File: config.mk
export PLATFORM = sky130hd
export DESIGN_NAME = tqle_ctrl
export DESIGN_NICKNAME = d
export VERILOG_FILES = /design/src/hw/rtl/tabular_q_learning_engine_top_assert.svh /design/src/hw/rtl/tqle_pkg.sv /design/src/hw/rtl/tqle_ctrl.sv
export SDC_FILE = /design/constraint.sdc
export NUM_CORES = 1
export LEC_CHECK = 0
export BUFFER_PORTS_ARGS = -buffer_cell sky130_fd_sc_hd__buf_2
export CORE_MARGIN = 8
export CORE_UTILIZATION = 25
export CTS_BUF_LIST = sky130_fd_sc_hd__clkbuf_8
export CTS_CLUSTER_DIAMETER = 100
export DETAILED_ROUTE_END_ITERATION = 16
export GPL_TIMING_DRIVEN = 1
export PLACE_DENSITY = 0.49
export SYNTH_ARGS = -nofsm -noshare
export SYNTH_HDL_FRONTEND = slang
export SYNTH_SLANG_ARGS = --single-unit
File: constraint.sdc
create_clock -name i_clk -period 2.57 [get_ports i_clk]
set_input_delay 0.514 -clock i_clk [delete_from_list [all_inputs] [get_ports i_clk]]
set_output_delay 0.514 -clock i_clk [all_outputs]
set_load 0.03 [all_outputs]
File: src/hw/rtl/tabular_q_learning_engine_top_assert.svh
// assertion macros used by the q-learning engine top level
`ifndef TABULAR_Q_LEARNING_ENGINE_TOP_ASSERT_SVH
`define TABULAR_Q_LEARNING_ENGINE_TOP_ASSERT_SVH

// same-cycle implication
`define TQLE_ASSERT_SAME(label, clk, rst_n, ante, cons, msg) \
    label: assert property (@(posedge clk) disable iff (!rst_n) (ante) |-> (cons)) \
        else $error(msg);

// next-cycle implication
`define TQLE_ASSERT_NEXT(label, clk, rst_n, ante, cons, msg) \
    label: assert property (@(posedge clk) disable iff (!rst_n) (ante) |=> (cons)) \
        else $error(msg);

`endif

File: src/hw/rtl/tqle_pkg.sv
// shared types and constants of the q-learning engine
package tqle_pkg;

    localparam int CFG_IDX_W  = 2;
    localparam int CFG_DATA_W = 16;

    localparam logic [CFG_IDX_W-1:0] CFG_LEARN_RATE   = 2'd0;
    localparam logic [CFG_IDX_W-1:0] CFG_DISCOUNT     = 2'd1;
    localparam logic [CFG_IDX_W-1:0] CFG_EXPLORE      = 2'd2;
    localparam logic [CFG_IDX_W-1:0] CFG_ACTION_COUNT = 2'd3;

    localparam logic [15:0] LEARN_RATE_RST   = 16'd6554;
    localparam logic [15:0] DISCOUNT_RST     = 16'd58982;
    localparam logic [15:0] EXPLORE_RST      = 16'd6554;
    localparam logic [3:0]  ACTION_COUNT_RST = 4'd8;

    localparam int STATE_IDX_W  = 8;
    localparam int ACTION_IDX_W = 3;
    localparam int COUNT_W      = 4;

    localparam int S_TDATA_W = 104;
    localparam int S_TUSER_W = 2;
    localparam int M_TDATA_W = 40;
    localparam int M_TUSER_W = 2;

    typedef enum logic [1:0] {
        FUNC_UPDATE = 2'd0,
        FUNC_SELECT = 2'd1,
        FUNC_WRITE  = 2'd2
    } t_func;

    typedef enum logic [2:0] {
        ST_IDLE,
        ST_DECODE,
        ST_SCAN,
        ST_CUR_RD,
        ST_TARGET,
        ST_MUL2,
        ST_EXP_RD,
        ST_RESULT
    } t_state;

    typedef enum logic [1:0] {
        RD_SCAN,
        RD_CUR,
        RD_EXPLORE
    } t_rd_sel;

    typedef struct packed {
        logic               capture;
        logic               rd_en;
        t_rd_sel            rd_sel;
        logic [COUNT_W-1:0] scan_col;
        logic               cmp_en;
        logic               cmp_first;
        logic [COUNT_W-1:0] cmp_idx;
        logic               mul1;
        logic               target;
        logic               mul2;
        logic               out_load;
        logic               wr_en;
    } t_cmd;

    typedef struct packed {
        t_func              func;
        logic               explore;
        logic [COUNT_W-1:0] n_eff;
    } t_status;

endpackage

File: src/hw/rtl/tqle_ctrl.sv
// sequencing state machine of the q-learning engine
module tqle_ctrl
    import tqle_pkg::*;
(
    input  logic    i_clk,
    input  logic    i_rst_n,
    input  logic    i_s_valid,
    output logic    o_s_ready,
    output logic    o_m_valid,
    input  logic    i_m_ready,
    input  t_status i_status,
    output t_cmd    o_cmd
);

    t_state             r_state, n_state;
    logic [COUNT_W-1:0] r_cnt, n_cnt;
    logic               r_m_valid, n_m_valid;
    logic               w_out_free;

    assign w_out_free = !r_m_valid || i_m_ready;
    assign o_s_ready  = (r_state == ST_IDLE);
    assign o_m_valid  = r_m_valid;

    always_ff @(posedge i_clk) begin
        if (!i_rst_n) begin
            r_state   <= ST_IDLE;
            r_cnt     <= '0;
            r_m_valid <= 1'b0;
        end else begin
            r_state   <= n_state;
            r_cnt     <= n_cnt;
            r_m_valid <= n_m_valid;
        end
    end

    always_comb begin
        n_state = r_state;
        n_cnt   = r_cnt;
        o_cmd   = '0;
        case (r_state)
            ST_IDLE: begin
                if (i_s_valid) begin
                    o_cmd.capture = 1'b1;
                    n_state       = ST_DECODE;
                end
            end
            ST_DECODE: begin
                n_cnt = '0;
                case (i_status.func)
                    FUNC_UPDATE: n_state = ST_SCAN;
                    FUNC_SELECT: n_state = i_status.explore ? ST_EXP_RD : ST_SCAN;
                    default:     n_state = ST_RESULT;
                endcase
            end
            ST_SCAN: begin
                // read column r_cnt while comparing the word read last cycle
                o_cmd.rd_sel    = RD_SCAN;
                o_cmd.scan_col  = r_cnt;
                o_cmd.cmp_idx   = r_cnt - 4'd1;
                o_cmd.cmp_first = (r_cnt == 4'd1);
                o_cmd.cmp_en    = (r_cnt != 4'd0);
                if (r_cnt != i_status.n_eff) begin
                    o_cmd.rd_en = 1'b1;
                    n_cnt       = r_cnt + 4'd1;
                end else begin
                    n_state = (i_status.func == FUNC_UPDATE) ? ST_CUR_RD : ST_RESULT;
                end
            end
            ST_CUR_RD: begin
                o_cmd.rd_en  = 1'b1;
                o_cmd.rd_sel = RD_CUR;
                o_cmd.mul1   = 1'b1;
                n_state      = ST_TARGET;
            end
            ST_TARGET: begin
                o_cmd.target = 1'b1;
                n_state      = ST_MUL2;
            end
            ST_MUL2: begin
                o_cmd.mul2 = 1'b1;
                n_state    = ST_RESULT;
            end
            ST_EXP_RD: begin
                o_cmd.rd_en  = 1'b1;
                o_cmd.rd_sel = RD_EXPLORE;
                n_state      = ST_RESULT;
            end
            ST_RESULT: begin
                // hold here until the output register can take the beat
                if (w_out_free) begin
                    o_cmd.out_load = 1'b1;
                    o_cmd.wr_en    = (i_status.func == FUNC_UPDATE) ||
                                     (i_status.func == FUNC_WRITE);
                    n_state        = ST_IDLE;
                end
            end
            default: n_state = ST_IDLE;
        endcase

        if (o_cmd.out_load) begin
            n_m_valid = 1'b1;
        end else if (i_m_ready) begin
            n_m_valid = 1'b0;
        end else begin
            n_m_valid = r_m_valid;
        end
    end

endmodule

==> impl_metrics.csv <==
group,metric,value,unit
place,detailedPlace.worstSlack,630.7,ps
synth,synth_top_cells_by_count,"sky130_fd_sc_hd__nor2_1, sky130_fd_sc_hd__dfxtp_1, sky130_fd_sc_hd__nand2_1, sky130_fd_sc_hd__a21oi_1, sky130_fd_sc_hd__nand3_1",
routing,vias,736,
place,port_buffers,31,
setup_path,start_to_end_type_of_the_worst_setup_path,"reg -> out",
synth,synth-edff-count,0,
layout,area.growth.synth_to_final,25.62,%
clock_tree,postCtsSetupBuffers,0,
hold_path,hold_path_end,"o_m_valid$_SDFFE_PN0P_",
synth,postSynthNetCount,109,
layout,num-nets-final,136,
global_route,routing_layer_with_the_top_usage_in_global_route,"met2",
global_route,track_usage,8.051,%
hold_path,hold_path_startpoint,"o_m_valid$_SDFFE_PN0P_",
routing,drcViolationCount,0,
power,vdd_drop_max,0.3741,mV
timing,maxSlewHeadroom,66.62,%
clock_tree,insertion_delay,230,ps
setup_path,worstSetupEndpointType,"output port",
timing,post-route-min-period,2147,ps
status,run_status,"finished clean",
clock_tree,number_of_cts_inserted_buffers,3,
timing,finalSetupTns,0,ps
routing,postRouteAntennaNets,0,
timing,min_period_over_period,83.55,%
layout,fill_cells,307,
hold_path,min_delay_path_depth,2,
synth,most_used_standard_cell_by_instance_count_after_synthesis,"sky130_fd_sc_hd__nor2_1",
synth,post_synthesis_sequential_area_ratio,22.78,%
floorplanning,die_width,69.04,µm
clock_tree,cts.sinks,8,
synth,synthesized_area_divided_by_synthesized_cell_count,7.402,µm²
layout,n_antenna_cell,0,
global_route,grt_pass1_wl,3353,µm
timing,final_hold_viol_count,0,
global_route,globalRoute.totalOverflow,0,
routing,drt_first_iter_violations,20,
place,finalWeightedCongestion,0.7916,
place,detailed_place_hpwl,1539,µm
global_route,pin_count_of_the_biggest_net_entering_global_routing,16,
synth,yosys_register_bits,8,
synth,post_synth_main_area_contributors,"sky130_fd_sc_hd__dfxtp_1, sky130_fd_sc_hd__nor2_1, sky130_fd_sc_hd__ha_1",
setup_path,worstPathMaxFanout,15,
floorplanning,std_cell_rows,19,
floorplanning,fp.dieArea,4766,µm²
synth,number_of_standard_cells_after_synthesis,95,
synth,syn-cell-area,703.2,µm²
clock_tree,ctsHtreeMaxLevel,1,
global_route,grt_antenna_before_repair,0,
synth,synthesis.yosys.warnings,0,
run,cap_viol_max_count,0,
timing,finalSetupViolations,0,
floorplanning,die_y,69.04,µm
global_route,grt_pass1_vias,765,
setup_path,r2r_cells,4,
clock_tree,clockBufferDepth,2,
global_route,grtUsageMet1,9.314,%
setup_path,r2r_setup_slack,740,ps
floorplanning,io_pins,32,
synth,synth_top_area_cell,"sky130_fd_sc_hd__dfxtp_1",
routing,detailedRoute.firstPassIterationCount,5,
routing,vias_per_cell,4.874,
timing,grt_setup_unrepaired,"false",
setup_path,reg2reg_to,"r_cnt[3]$_SDFFE_PN0P_",
synth,yosys_most_used_dff,"sky130_fd_sc_hd__dfxtp_1",
setup_path,setup.worst_path.start_class,"flop",
synth,ys_types,34,
timing,worst_slew_pin_slew,494.2,ps
clock_tree,post_cts_resize_count,0,
synth,synth.top_cell.area_share,22.78,%
hold_path,hold_path.class,"reg -> reg",
floorplanning,fp.coreArea,2710,µm²
setup_path,reg2reg_from,"r_state[1]$_SDFFE_PN0P_",
timing,postLayoutSetupSlackWorst,422.7,ps
layout,stdcell_count,151,
layout,final_layout_size_suffix_gt1_share,30.83,%
global_route,met3_use_gr,4.721,%
timing,fin_worst_skew,1.876,ps
global_route,globalRouteMet2Util,12.30,%
power,cellLeakagePower,0.4226,nW
clock_tree,cts_hold_repair.buffers,0,
clock_tree,cts_tree,"done",
setup_path,timing.critical_path.required,2060,ps
routing,totalWireLength,1948,µm
setup_path,arrival,1630,ps
routing,routed_wire_length_per_instance,12.90,µm
timing,hold-worst-slack,521.3,ps
timing,clock.fmax,0.4657,GHz
power,cellPowerDensity,661.7,nW/µm²
clock_tree,path_clk_slew,40,ps
clock_tree,clk_root_buffer_cell,"sky130_fd_sc_hd__clkbuf_8",
floorplanning,initial_utilization,25.95,%
timing,slew_limit_fails,0,
synth,share_of_flip_flops_with_an_asynchronous_set_or_reset_after_synthesis,0,%
place,placed_cells_incl_taps,148,
==> layer usage <==
| metal | up-vias | part of all wire, % | wire [µm] |
|---|---|---|---|
| li1 | 381 | - | - |
| met1 | 321 | 47 | 922 |
| met2 | 34 | 42 | 817 |
| met3 | 0 | 11 | 209 |
| met4 | 0 | 0 | 0 |
| met5 | - | 0 | 0 |
==> per-stage QoR <==
stage	cell area, µm²	power (W)	utilization, %
after detailed placement	842.1	0.0004379	31.07
after global routing	883.3	0.0006289	32.59
final	883.3	0.0005845	32.59
after floorplan	703.2	0.0003760	-
after CTS	883.3	0.0005939	32.59
after global placement	842.1	0.0004353	31.07
==> layout make-up <==
type	count	area [µm²]	share of cell area (%)
timing repair buffer	31	155.1	17.56
inverter	4	15.01	1.700
sequential	8	160.2	18.13
multi-input combinational	74	473.0	53.54
clock buffer	3	41.29	4.674
tap	31	38.79	4.391
==> cell families (layout without fill, tap and decap cells) <==
family,Yosys count,in the layout,share of synthesized area (%)
flops,8,8,22.78
xor+xnor,6,6,7.473
compound gates,17,17,18.15
mux,1,1,1.424
buf+inv,13,38,9.963
simple gates,47,47,34.88
fa+ha+maj,3,3,5.339
==> state kept, by name (all words and copies together) (netlist names) <==
name,count
r_cnt,4
r_state,3
o_m_valid,1
==> worst max path at each step <==
| stage | slack [ps] | start | depth (start not counted) | endpoint |
|---|---|---|---|---|
| final | 420 | r_state[1]$_SDFFE_PN0P_ | 3 | o_cmd[9] |
| after global routing | 310 | r_state[1]$_SDFFE_PN0P_ | 3 | o_cmd[9] |
| after CTS | 410 | r_state[1]$_SDFFE_PN0P_ | 3 | o_cmd[9] |
| after detailed placement | 630 | i_status[1] | 5 | o_cmd[17] |
| after global placement | 670 | i_status[1] | 5 | o_cmd[17] |
| after floorplan | 360 | r_state[2]$_SDFFE_PN0P_ | 3 | o_cmd[18] |
==> worst max-delay path, cell delays in order (launching register included) <==
cell and delay [ps]:
sky130_fd_sc_hd__dfxtp_1 570, sky130_fd_sc_hd__nor3b_4 430, sky130_fd_sc_hd__and3_1 210, sky130_fd_sc_hd__buf_2 190
==> where the power goes <==
part	total (W)	switching, W	internal (W)
Sequential	0.000180	0.0000418	0.000138
Clock	0.000153	0.0000514	0.000102
Combinational	0.000252	0.000166	0.0000858
Total	0.000585	0.000259	0.000326
==> cells in the final DEF (no fill, tap or decap), drive strengths merged, types with 2 or more instances in the layout <==
cell / n
nor3: 3
and2: 3
o41ai: 2
ha: 3
clkbuf: 3
o21ai: 4
nand2b: 2
buf: 31
nand2: 7
or3: 2
dfxtp: 8
xnor2: 2
and3: 2
nor3b: 2
inv: 4
xor2: 4
a21oi: 6
a211oi: 2
nor2: 15
nand3: 6
Note: power is estimated with default switching activity, not from simulation.
